### src/rtl/atclr_pkg.sv
`timescale 1ns / 1ps

package atclr_pkg;

  // Character codes and fixed string lengths
  localparam logic [7:0] NEWLINE_CHAR = 8'd10;
  localparam logic [7:0] ZERO_CHAR    = 8'd0;
  localparam int unsigned SET_LEN     = 9;
  localparam int unsigned QUERY_LEN   = 6;
  localparam int unsigned OK_LEN      = 8;
  localparam int unsigned ERR_LEN     = 6;
  localparam int unsigned DEFAULT_LEN = 9;

  // Controller states, one-hot
  typedef enum logic [1:0] {
    ST_IDLE  = 2'b01,
    ST_REPLY = 2'b10
  } state_e;

  // Kind of reply being sent
  typedef enum logic [1:0] {
    RPL_OK,
    RPL_ERR,
    RPL_ID
  } reply_e;

  // "AT+SETID="
  function automatic logic [7:0] set_char(input logic [3:0] idx);
    logic [7:0] c;
    case (idx)
      4'd0:    c = 8'h41;
      4'd1:    c = 8'h54;
      4'd2:    c = 8'h2B;
      4'd3:    c = 8'h53;
      4'd4:    c = 8'h45;
      4'd5:    c = 8'h54;
      4'd6:    c = 8'h49;
      4'd7:    c = 8'h44;
      4'd8:    c = 8'h3D;
      default: c = 8'h00;
    endcase
    return c;
  endfunction

  // "AT+ID?"
  function automatic logic [7:0] query_char(input logic [2:0] idx);
    logic [7:0] c;
    case (idx)
      3'd0:    c = 8'h41;
      3'd1:    c = 8'h54;
      3'd2:    c = 8'h2B;
      3'd3:    c = 8'h49;
      3'd4:    c = 8'h44;
      3'd5:    c = 8'h3F;
      default: c = 8'h00;
    endcase
    return c;
  endfunction

  // "Success\n"
  function automatic logic [7:0] ok_char(input logic [2:0] idx);
    logic [7:0] c;
    case (idx)
      3'd0:    c = 8'h53;
      3'd1:    c = 8'h75;
      3'd2:    c = 8'h63;
      3'd3:    c = 8'h63;
      3'd4:    c = 8'h65;
      3'd5:    c = 8'h73;
      3'd6:    c = 8'h73;
      default: c = NEWLINE_CHAR;
    endcase
    return c;
  endfunction

  // "ERROR\n"
  function automatic logic [7:0] err_char(input logic [2:0] idx);
    logic [7:0] c;
    case (idx)
      3'd0:    c = 8'h45;
      3'd1:    c = 8'h52;
      3'd2:    c = 8'h52;
      3'd3:    c = 8'h4F;
      3'd4:    c = 8'h52;
      default: c = NEWLINE_CHAR;
    endcase
    return c;
  endfunction

  // "DefaultID"
  function automatic logic [7:0] default_char(input logic [3:0] idx);
    logic [7:0] c;
    case (idx)
      4'd0:    c = 8'h44;
      4'd1:    c = 8'h65;
      4'd2:    c = 8'h66;
      4'd3:    c = 8'h61;
      4'd4:    c = 8'h75;
      4'd5:    c = 8'h6C;
      4'd6:    c = 8'h74;
      4'd7:    c = 8'h49;
      4'd8:    c = 8'h44;
      default: c = 8'h00;
    endcase
    return c;
  endfunction

endpackage

### src/rtl/at_command_line_responder.sv
`timescale 1ns / 1ps

// AT command line responder.
// Slave stream: one received character per beat on s_axis_tdata. Characters
// are gathered until a newline; each non-newline beat is taken while idle.
// Master stream: the reply to each completed line, one character per beat,
// with m_axis_tlast on the closing newline. Replies are "Success\n" for
// AT+SETID=<id>, the stored ID plus newline for AT+ID?, else "ERROR\n".
// The ID lives in a two-bank byte memory with a registered read; a new ID
// goes to the spare bank and the banks swap when a set line's newline arrives.
// After the newline beat the reply passes the fetch stage and the output
// register, then one beat per cycle while m_axis_tready is high; a reply is
// 1 to ID_CAPACITY beats. The input is not taken while a reply is being
// fetched. A stall on the master side holds the output register and the
// fetched byte behind it; no beat is lost.
// Reset: the ID reads as "DefaultID" (bank zero, overlaid until that bank
// is first written), line state cleared, output empty. No clearing pass.
module at_command_line_responder #(
  parameter int unsigned ID_CAPACITY   = 64,
  parameter int unsigned LINE_CAPACITY = 128
) (
  input  logic       clk_i,
  input  logic       rst_ni,
  input  logic       s_axis_tvalid,
  output logic       s_axis_tready,
  input  logic [7:0] s_axis_tdata,   // [7:0] rx_byte
  output logic       m_axis_tvalid,
  input  logic       m_axis_tready,
  output logic [7:0] m_axis_tdata,   // [7:0] tx_byte
  output logic       m_axis_tlast    // last_byte
);

  localparam int unsigned DEPTH = 2 * ID_CAPACITY;
  localparam int unsigned AW    = $clog2(DEPTH);
  localparam int unsigned IDX_W = $clog2(ID_CAPACITY);
  localparam int unsigned CNT_W = $clog2(ID_CAPACITY + 1);
  localparam int unsigned POS_W = $clog2(LINE_CAPACITY + 1);

  // Control state
  atclr_pkg::state_e state_q, state_d;
  atclr_pkg::reply_e kind_q, kind_d;
  logic [POS_W-1:0]  pos_q, pos_d;
  logic              setm_q, setm_d;
  logic              qm_q, qm_d;
  logic              ended_q, ended_d;
  logic              active_q, active_d;
  logic [IDX_W-1:0]  idlen_q, idlen_d;
  logic [IDX_W-1:0]  pend_q, pend_d;
  logic              default_q, default_d;
  logic [CNT_W-1:0]  cnt_q, cnt_d;
  logic [CNT_W-1:0]  total_q, total_d;

  // Fetch stage and output register
  logic              fvalid_q, fvalid_d;
  logic              fmem_q, fmem_d;
  logic [7:0]        fbyte_q, fbyte_d;
  logic              flast_q, flast_d;
  logic              ovalid_q, ovalid_d;
  logic [7:0]        odata_q, odata_d;
  logic              olast_q, olast_d;

  // Memory port
  logic [7:0]        id_mem_q [DEPTH];
  logic [7:0]        rdata_q;
  logic              mem_we, mem_re;
  logic [AW-1:0]     mem_waddr, mem_raddr;

  logic              in_beat, take, fetch;
  logic [AW-1:0]     bank_base, spare_base;
  logic [7:0]        rx;

  assign rx         = s_axis_tdata;
  assign in_beat    = s_axis_tvalid && s_axis_tready;
  assign take       = !ovalid_q || m_axis_tready;
  assign bank_base  = active_q ? AW'(ID_CAPACITY) : '0;
  assign spare_base = active_q ? '0 : AW'(ID_CAPACITY);
  assign fetch      = (state_q == atclr_pkg::ST_REPLY) && (cnt_q < total_q) &&
                      (!fvalid_q || take);

  // Line parsing, reply fetch and output hand-over
  always_comb begin
    state_d   = state_q;
    kind_d    = kind_q;
    pos_d     = pos_q;
    setm_d    = setm_q;
    qm_d      = qm_q;
    ended_d   = ended_q;
    active_d  = active_q;
    idlen_d   = idlen_q;
    pend_d    = pend_q;
    default_d = default_q;
    cnt_d     = cnt_q;
    total_d   = total_q;
    fvalid_d  = fvalid_q;
    fmem_d    = fmem_q;
    fbyte_d   = fbyte_q;
    flast_d   = flast_q;
    ovalid_d  = ovalid_q;
    odata_d   = odata_q;
    olast_d   = olast_q;
    mem_we    = 1'b0;
    mem_re    = 1'b0;
    mem_waddr = spare_base + AW'(pend_q);
    mem_raddr = bank_base + AW'(cnt_q);

    // output register drains, refilled from the fetch stage
    if (ovalid_q && m_axis_tready) begin
      ovalid_d = 1'b0;
    end
    if (take && fvalid_q) begin
      ovalid_d = 1'b1;
      odata_d  = fmem_q ? rdata_q : fbyte_q;
      olast_d  = flast_q;
      fvalid_d = 1'b0;
    end

    unique case (state_q)
      atclr_pkg::ST_IDLE: begin
        if (in_beat) begin
          if (rx == atclr_pkg::NEWLINE_CHAR) begin
            // line complete: pick the reply
            if (setm_q && pos_q >= POS_W'(atclr_pkg::SET_LEN)) begin
              kind_d   = atclr_pkg::RPL_OK;
              total_d  = CNT_W'(atclr_pkg::OK_LEN);
              active_d = !active_q;
              idlen_d  = pend_q;
            end else if (qm_q && pos_q == POS_W'(atclr_pkg::QUERY_LEN)) begin
              kind_d  = atclr_pkg::RPL_ID;
              total_d = CNT_W'(idlen_q) + CNT_W'(1);
            end else begin
              kind_d  = atclr_pkg::RPL_ERR;
              total_d = CNT_W'(atclr_pkg::ERR_LEN);
            end
            cnt_d   = '0;
            state_d = atclr_pkg::ST_REPLY;
            pos_d   = '0;
            setm_d  = 1'b1;
            qm_d    = 1'b1;
            ended_d = 1'b0;
            pend_d  = '0;
          end else if (!ended_q && pos_q < POS_W'(LINE_CAPACITY)) begin
            if (rx == atclr_pkg::ZERO_CHAR) begin
              ended_d = 1'b1;
            end else begin
              if (pos_q < POS_W'(atclr_pkg::SET_LEN)) begin
                if (rx != atclr_pkg::set_char(pos_q[3:0])) begin
                  setm_d = 1'b0;
                end
              end else if (setm_q && pend_q < IDX_W'(ID_CAPACITY - 1)) begin
                // ID text goes to the spare bank
                mem_we = 1'b1;
                pend_d = pend_q + IDX_W'(1);
                if (active_q) begin
                  default_d = 1'b0;
                end
              end
              if (pos_q < POS_W'(atclr_pkg::QUERY_LEN)) begin
                if (rx != atclr_pkg::query_char(pos_q[2:0])) begin
                  qm_d = 1'b0;
                end
              end
              pos_d = pos_q + POS_W'(1);
            end
          end
        end
      end
      atclr_pkg::ST_REPLY: begin
        if (fetch) begin
          fvalid_d = 1'b1;
          fmem_d   = 1'b0;
          flast_d  = (cnt_q == total_q - CNT_W'(1));
          case (kind_q)
            atclr_pkg::RPL_OK:  fbyte_d = atclr_pkg::ok_char(cnt_q[2:0]);
            atclr_pkg::RPL_ERR: fbyte_d = atclr_pkg::err_char(cnt_q[2:0]);
            default: begin
              if (cnt_q < CNT_W'(idlen_q)) begin
                if (!active_q && default_q &&
                    cnt_q < CNT_W'(atclr_pkg::DEFAULT_LEN)) begin
                  fbyte_d = atclr_pkg::default_char(cnt_q[3:0]);
                end else begin
                  fmem_d = 1'b1;
                  mem_re = 1'b1;
                end
              end else begin
                fbyte_d = atclr_pkg::NEWLINE_CHAR;
              end
            end
          endcase
          cnt_d = cnt_q + CNT_W'(1);
        end else if (cnt_q == total_q && !fvalid_q) begin
          state_d = atclr_pkg::ST_IDLE;
        end
      end
      default: state_d = atclr_pkg::ST_IDLE;
    endcase
  end

  // ID memory: one write or one registered read per cycle
  always_ff @(posedge clk_i) begin
    if (mem_we) begin
      id_mem_q[mem_waddr] <= rx;
    end
    if (mem_re) begin
      rdata_q <= id_mem_q[mem_raddr];
    end
  end

  // Control registers
  always_ff @(posedge clk_i or negedge rst_ni) begin
    if (!rst_ni) begin
      state_q   <= atclr_pkg::ST_IDLE;
      kind_q    <= atclr_pkg::RPL_ERR;
      pos_q     <= '0;
      setm_q    <= 1'b1;
      qm_q      <= 1'b1;
      ended_q   <= 1'b0;
      active_q  <= 1'b0;
      idlen_q   <= IDX_W'(atclr_pkg::DEFAULT_LEN);
      pend_q    <= '0;
      default_q <= 1'b1;
      cnt_q     <= '0;
      total_q   <= '0;
      fvalid_q  <= 1'b0;
      ovalid_q  <= 1'b0;
    end else begin
      state_q   <= state_d;
      kind_q    <= kind_d;
      pos_q     <= pos_d;
      setm_q    <= setm_d;
      qm_q      <= qm_d;
      ended_q   <= ended_d;
      active_q  <= active_d;
      idlen_q   <= idlen_d;
      pend_q    <= pend_d;
      default_q <= default_d;
      cnt_q     <= cnt_d;
      total_q   <= total_d;
      fvalid_q  <= fvalid_d;
      ovalid_q  <= ovalid_d;
    end
  end

  // Payload registers
  always_ff @(posedge clk_i) begin
    fmem_q  <= fmem_d;
    fbyte_q <= fbyte_d;
    flast_q <= flast_d;
    odata_q <= odata_d;
    olast_q <= olast_d;
  end

  assign s_axis_tready = (state_q == atclr_pkg::ST_IDLE);
  assign m_axis_tvalid = ovalid_q;
  assign m_axis_tdata  = odata_q;
  assign m_axis_tlast  = olast_q;

  // Checks
  a_idle_no_fetch: assert property (@(posedge clk_i) disable iff (!rst_ni)
    (state_q == atclr_pkg::ST_IDLE) |-> !fvalid_q)
    else $error("fetched byte left behind on return to idle");

  a_last_is_newline: assert property (@(posedge clk_i) disable iff (!rst_ni)
    (m_axis_tvalid && m_axis_tlast) |-> (m_axis_tdata == atclr_pkg::NEWLINE_CHAR))
    else $error("reply does not close with a newline");

  a_port_single: assert property (@(posedge clk_i) disable iff (!rst_ni)
    !(mem_we && mem_re))
    else $error("ID memory read and written in one cycle");

  a_cnt_bound: assert property (@(posedge clk_i) disable iff (!rst_ni)
    (state_q == atclr_pkg::ST_REPLY) |-> (cnt_q <= total_q))
    else $error("reply index beyond reply length");

endmodule

### config.mk
export PLATFORM = sky130hd
export DESIGN_NAME = at_command_line_responder
export DESIGN_NICKNAME = d
export VERILOG_FILES = /design/src/rtl/atclr_pkg.sv /design/src/rtl/at_command_line_responder.sv
export SDC_FILE = /design/constraint.sdc
export NUM_CORES = 1
export LEC_CHECK = 0
export BUFFER_PORTS_ARGS = -buffer_cell sky130_fd_sc_hd__buf_2
export CAP_MARGIN = 0
export CORE_ASPECT_RATIO = 2
export CORE_MARGIN = 1.5
export CORE_UTILIZATION = 40
export CTS_BUF_LIST = sky130_fd_sc_hd__clkbuf_8 sky130_fd_sc_hd__clkbuf_16
export DETAILED_ROUTE_END_ITERATION = 16
export PLACE_DENSITY = 0.53
export SYNTH_ARGS = -nofsm -noshare
export SYNTH_HDL_FRONTEND = slang
export SYNTH_SLANG_ARGS = --single-unit
### constraint.sdc
create_clock -name clk_i -period 3.91 [get_ports clk_i]
set_input_delay 0.1955 -clock clk_i [delete_from_list [all_inputs] [get_ports clk_i]]
set_output_delay 0.1955 -clock clk_i [all_outputs]
set_load 0.02 [all_outputs]
==> impl_metrics.toml, run 1 <==
[routing]
ant_nets = 0
first_iter_violations = 1847
wirelength_mm = 127
routedWlPerCell_um = 31.4
via_per_inst = 5.76
dr.pass1.iters = 7
drc_errors = 0
vias = 23300

[global_routing]
globalRouteTotalUtil_pct = 22.9
antenna_found_initial = 4
grt_pass1_wl_mm = 181
grt_max_degree = 131
grt-ovfl-total = 0
grt_pass1_vias = 24600

[timing]
skew_ns = 0.0305
finalSetupViolCount = 0
relSlewSlack_pct = 21.2
layout_min_cycle_time_ns = 3.76
timing.final.crit_share_pct = 96.0
fmax_mhz = 266
drv_slew = 0
rsz0062_at_grt = "no"
hold_violations = 0
worst_pin_slew_ns = 1.17
whs_ns = 0.0736

[cells_and_area]
layout.cells.non_filler = 4043
multiInputGateArea_um2 = 10700
syn2layout_area_growth_pct = 14.6
drive_above_1_share_pct = 25.2
post-route-cell-area_um2 = 50600
post-route-util_pct = 46.1
seq_area_um2 = 32700
fillers = 9281
nNetsFinal = 2611

[place]
io_buffers = 22
hpwl_mm = 84.6
dp.cells = 3859
place_area_um2 = 47200
place_congestion = 0.870

[floorplanning]
io_pins = 23
die_area_um2 = 113000
row_count = 172
die_width_um = 238
die_h_um = 473
start_util_pct = 40.3
core_area_um2 = 110000

[synthesis]
synth-simple-area-share_pct = 4.18
ys_async_sr_fraction_pct = 4.11
synth_compound_area_share_pct = 4.53
netlist_top_cells_area = "edfxtp_1 (71%), mux4_2 (11%), mux2i_1 (2.5%), dfrtp_1 (2.2%), nor2_1 (1.5%)"
ys_ff_latch = 1095
syn-num-nets = 2388
yosysTopAreaCellShare_pct = 71.4
yosysWarnings = 0
netlist_instances = 2346
synth_edf_count = 1050
yosys.area.top_type = "edfxtp_1"
synthXorXnorAreaFrac_pct = 0.615
synth_most_common_cell = "edfxtp_1"
syn_avg_cell_area_um2 = 18.8
synth_top_family_by_area = "multiplexers"
ys_seq_area_share_pct = 73.9
synthMuxAreaShare_pct = 14.0
netlist-cell-type-count = 71
synth_flop_cell = "edfxtp_1"
synthAdderAreaFrac_pct = 0.850
synth_commonest_cells = "edfxtp_1 (1050), mux4_2 (212), nor2_1 (172)"
syn_area_um2 = 44200

[clock_network]
cts_tree = "built"
insertion_delay_ns = 0.72
clk_pin_slew_worst_paths_ns = 0.07
clock-root-buffer = "clkbuf_16"
max-clock-path-buffers = 3
numClockSinks = 1095
htreeDepth = 3
cts_buffers = 93

[setup_path]
cp_max_fo = 14
crit_family = "simple AND/OR/NAND/NOR gates"
crit_type = "flip-flop to flip-flop"
path_buf_inv = 2
critPathRequiredTime_ns = 4.32
slowest_delay_ns = 0.69
crit_slowest_cell = "nor2_1"
start_kind = "flip-flop"
crit_chain = "buf_12 > nor2_1 > buf_4 > a22oi_1 > a31oi_1 > o21ai_0 > nor3_1 > a21oi_1"
crit_path_end_kind = "flip-flop"
arrival_ns = 4.17

[power]
totalPowerFinal_w = 0.0241
p_per_area_nw_per_um2 = 476
irDropWorstVdd_v = 0.000297
leakage_nw = 16.9

[run_status]
status = "complete, no violations"

[worst_hold_path]
min_path_type = "input port to flip-flop"

[flow_run]
maxCapViolCount = 0
-- cell type report --
type                    count  area share (%)
clock buffers              94            4.65
repair buffers            257            4.09
well taps                1392            3.44
inverters                  29           0.215
clock inverters            80            1.83
flip-flops and latches   1095            64.6
diodes                      3          0.0148
multi-input cells        1093            21.2
-- logic make-up (layout without fill, tap and decap cells) --
family | count (synthesis) | after routing
flip-flops | 1095 | 1095
AND/OR/NAND/NOR | 397 | 397
multiplexers | 347 | 347
AO/OA/AOI/OAI | 288 | 288
buffers and inverters | 158 | 460
XOR/XNOR | 31 | 31
adder cells (fa/ha/maj) | 30 | 30
other | 0 | 3
-- power breakdown --
part | total, W | internal (W) | switching [W]
clock | 0.0100 | 0.00562 | 0.00439
sequential | 0.0129 | 0.0129 | 0.0000526
combinational | 0.00117 | 0.000416 | 0.000757
total | 0.0241 | 0.0189 | 0.00520
-- registers in the layout (all words and copies together) (netlist names), 2 cells and up --
name,cells
cnt_q,7
fbyte_q,7
id_mem_q,1024
idlen_q,6
kind_q,2
m_axis_tdata,8
pend_q,6
pos_q,8
rdata_q,8
state_q,2
total_q,7
-- metal layers --
layer | up-vias | GRT usage, % | share of wire [%]
met3 | 225 | 2.98 | 3.8
met1 | 12500 | 24.9 | 36
met4 | 0 | 11.3 | 5.3
li1 | 9971 | - | -
met5 | - | 0 | 0
met2 | 637 | 43.2 | 55
-- worst paths after layout --
kind / start / end / depth (start not counted) / slack, ns
setup / recovery: cnt_q[0]$_DFFE_PN0P_ / rdata_q[4]$_DFFE_PP_ / 8 / 0.15
hold / removal: s_axis_tdata[3] / pos_q[0]$_DFFE_PN0P_ / 4 / 0.07
setup reg to reg: cnt_q[0]$_DFFE_PN0P_ / rdata_q[4]$_DFFE_PP_ / 8 / 0.15
hold reg to reg: flast_q$_DFFE_PP_ / m_axis_tlast$_DFFE_PP_ / 0 / 0.43
max in group asynchronous: rst_ni / cnt_q[1]$_DFFE_PN0P_ / 2 / 2.87
min in group asynchronous: rst_ni / total_q[0]$_DFFE_PN0P_ / 2 / 0.23
-- stage by stage --
stage,TNS (ns),worst slack [ns]
CTS,0,0.0273
global placement,-0.0124,-0.0124
floorplan,0,0.394
finish,0,0.155
detailed placement,-0.0167,-0.0167
global route,0,0.172
-- what timing repair did --
item	in CTS	in global routing
pin swaps	0	0
hold buffers	6	0
resized for setup	1	0
buffers inserted	0	1
setup endpoints to repair	1	1
hold endpoints to repair	44	0
-- tightest hold or removal path: cells and delay by family --
family                    cells  cell delay [ns]
AOI/OAI and AO/OA             1             0.19
xor gates and xnor gates      1             0.18
buffers and inverters         1             0.10
muxes                         1             0.08
-- cell usage in the layout, fill, tap and decap left out, types with 19 or more instances in the layout --
| cell | count |
|---|---|
| mux2_2 | 21 |
| a211oi_1 | 28 |
| nor2_1 | 171 |
| nand2_1 | 79 |
| a21oi_1 | 54 |
| nand4_1 | 19 |
| mux2i_1 | 111 |
| buf_4 | 224 |
| inv_1 | 36 |
| nand3_1 | 34 |
| dfrtp_1 | 34 |
| ha_1 | 30 |
| clkbuf_16 | 94 |
| a22oi_1 | 61 |
| edfxtp_1 | 1050 |
| o21ai_0 | 35 |
| clkinv_2 | 20 |
| mux4_2 | 212 |
Note: power is estimated with default switching activity, not from simulation.
==> run 2: changes to the inputs <==
==> constraint.sdc (replaced) <==
create_clock -name clk_i -period 3.5 [get_ports clk_i]
set_input_delay 0.175 -clock clk_i [delete_from_list [all_inputs] [get_ports clk_i]]
set_output_delay 0.175 -clock clk_i [all_outputs]
set_load 0.02 [all_outputs]
==> run 2 against run 1 <==
Worst hold slack got worse by 0.010 ns. Combinational power rose by 13%. Clock skew fell by 0.0020 ns. Maximum frequency rose by 9.7%. Setup slack got worse by 0.079 ns. Wire length fell by 3.6%. Largest power group unchanged.
==> impl_metrics.toml, run 2 (same netlist as run 1, synthesis figures left out) <==
[flow_run]
maxCapViolCount = 0

[cells_and_area]
syn2layout_area_growth_pct = 14.7
layout_common_cells = "edfxtp_1 (1050), buf_4 (269), mux4_2 (212), nor2_1 (171), mux2i_1 (111)"
post-route-util_pct = 46.2
multiInputGateArea_um2 = 10700
largest_reg_flops = 1024
diodes = 0
seq_area_um2 = 32700
nNetsFinal = 2656
fillers = 9296
top_register = "id_mem_q"
layout_commonest_cell = "edfxtp_1"
drive_above_1_share_pct = 26.0

[routing]
routedWlPerCell_um = 30.0
drc_errors = 0
via_per_inst = 5.68
first_iter_violations = 1809
ant_nets = 0
dr.pass1.iters = 5
wirelength_mm = 122
vias = 23200

[global_routing]
grt_pass1_vias = 24600
grt_max_degree = 129
grt-ovfl-total = 0
antenna_found_initial = 2
globalRouteTotalUtil_pct = 22.1
grt_pass1_wl_mm = 176

[timing]
worst_pin_slew_ns = 1.08
timing.final.crit_share_pct = 97.8
rsz0062_at_grt = "no"
layout_min_cycle_time_ns = 3.42
skew_ns = 0.0285
drv_slew = 0
fin_setup_tns_ns = 0
finalSetupViolCount = 0
fmax_mhz = 292
hold_violations = 0
relSlewSlack_pct = 27.7

[setup_path]
path_common_cell = "buf_4"
crit_chain = "buf_12 > buf_4 > buf_4 > mux4_2 > nor2b_1 > nor4_1 > nor4_1 > buf_4 > a21oi_1"
arrival_ns = 3.87
crit_path_end_kind = "flip-flop"
start_kind = "flip-flop"
r2r_slack_ns = 0.08
crit_slowest_cell = "nor4_1"
cp_max_fo = 19
slowest_delay_ns = 0.79
critPathRequiredTime_ns = 3.95
crit_type = "flip-flop to flip-flop"

[floorplanning]
die_area_um2 = 113000
row_count = 172
io_pins = 23
start_util_pct = 40.3
core_area_um2 = 110000
die_width_um = 238
die_h_um = 473

[power]
irDropWorstVdd_v = 0.000325
p_int_w = 0.0205
leakage_nw = 17.0
power_frac_comb_pct = 5.0
p_per_area_nw_per_um2 = 517
pwr-share-clk_pct = 39.8
p_switching_w = 0.00566
pwr-share-seq_pct = 55.1
switching_share_pct = 21.6

[clock_network]
clk_pin_slew_worst_paths_ns = 0.07
numClockSinks = 1095
cts_tree = "built"
insertion_delay_ns = 0.70
htreeDepth = 3
postCtsSetupRepairBufs = 0
cts_resized = 0
max-clock-path-buffers = 3
ctsHoldBuffers = 6
clock-root-buffer = "clkbuf_16"
cts_buffers = 93

[place]
hpwl_mm = 82.7
place_congestion = 0.875
io_buffers = 22

[run_status]
status = "complete, no violations"

[worst_hold_path]
min_path_type = "input port to flip-flop"
==> run 2: changes by cell type in the layout (fill, tap and decap cells not counted), sizes merged <==
| cell | delta |
|---|---|
| clkinvlp | -4 |
| clkbuf | -1 |
| diode | -3 |
| buf | +45 |
| bufinv | -7 |
| inv | +6 |
==> run 2: worst paths after layout <==
check	from	endpoint	cells after the start
worst max-delay path	cnt_q[0]$_DFFE_PN0P_	rdata_q[6]$_DFFE_PP_	9
worst min-delay path	s_axis_tdata[3]	ended_q$_DFFE_PN0P_	4
worst max register to register	cnt_q[0]$_DFFE_PN0P_	rdata_q[6]$_DFFE_PP_	9
worst min register to register	flast_q$_DFFE_PP_	m_axis_tlast$_DFFE_PP_	0
max in group asynchronous	rst_ni	cnt_q[1]$_DFFE_PN0P_	2
min in group asynchronous	rst_ni	total_q[6]$_DFFE_PN0P_	2
==> run 2: metal layers <==
layer,wire [um],part of all wire (%),global-route usage [%],up-vias
met2,68700,56,42.1,615
met4,5430,4.4,9.59,0
li1,-,-,-,10000
met1,43700,36,24.0,12300
met5,0,0,0,-
met3,4620,3.8,3.17,178
==> run 2: area by class of cell <==
cell class | count | share of cell area (%)
multi-input combinational | 1093 | 21.2
clock buffer | 93 | 4.59
timing repair buffer | 302 | 4.76
tap | 1392 | 3.44
sequential | 1095 | 64.5
inverter | 29 | 0.215
clock inverter | 75 | 1.34
==> run 2: per-stage QoR <==
stage / cells / setup slack, ns / hold slack (ns) / area [um2] / total power, W
floorplan: 2346 / 0.253 / -0.121 / 44200 / 0.0154
global placement: 3905 / 0.0684 / 0.414 / 47600 / 0.0160
CTS: 4079 / 0.0396 / 0.0160 / 50700 / 0.0264
global route: 4079 / 0.0621 / 0.0841 / 50700 / 0.0269
finish: 4079 / 0.0757 / 0.0631 / 50700 / 0.0262
detailed placement: 3905 / 0.0556 / 0.421 / 47600 / 0.0160
==> run 2: power by group through the flow <==
| stage | sequential, W | combinational (W) | clock, W |
|---|---|---|---|
| after global placement | 0.0147 | 0.00130 | 0 |
| after CTS | 0.0144 | 0.00134 | 0.0106 |
| after floorplan | 0.0147 | 0.000742 | 0 |
| after global routing | 0.0144 | 0.00143 | 0.0111 |
| after detailed placement | 0.0147 | 0.00133 | 0 |
| final | 0.0144 | 0.00132 | 0.0104 |
==> run 2: worst max-delay path: cells and delay by family, from the launching register on <==
kind            cells  cell delay [ns]
mux                 1             0.52
buf+inv             4             1.05
flops               1             0.51
simple gates        3             1.00
compound gates      1             0.05
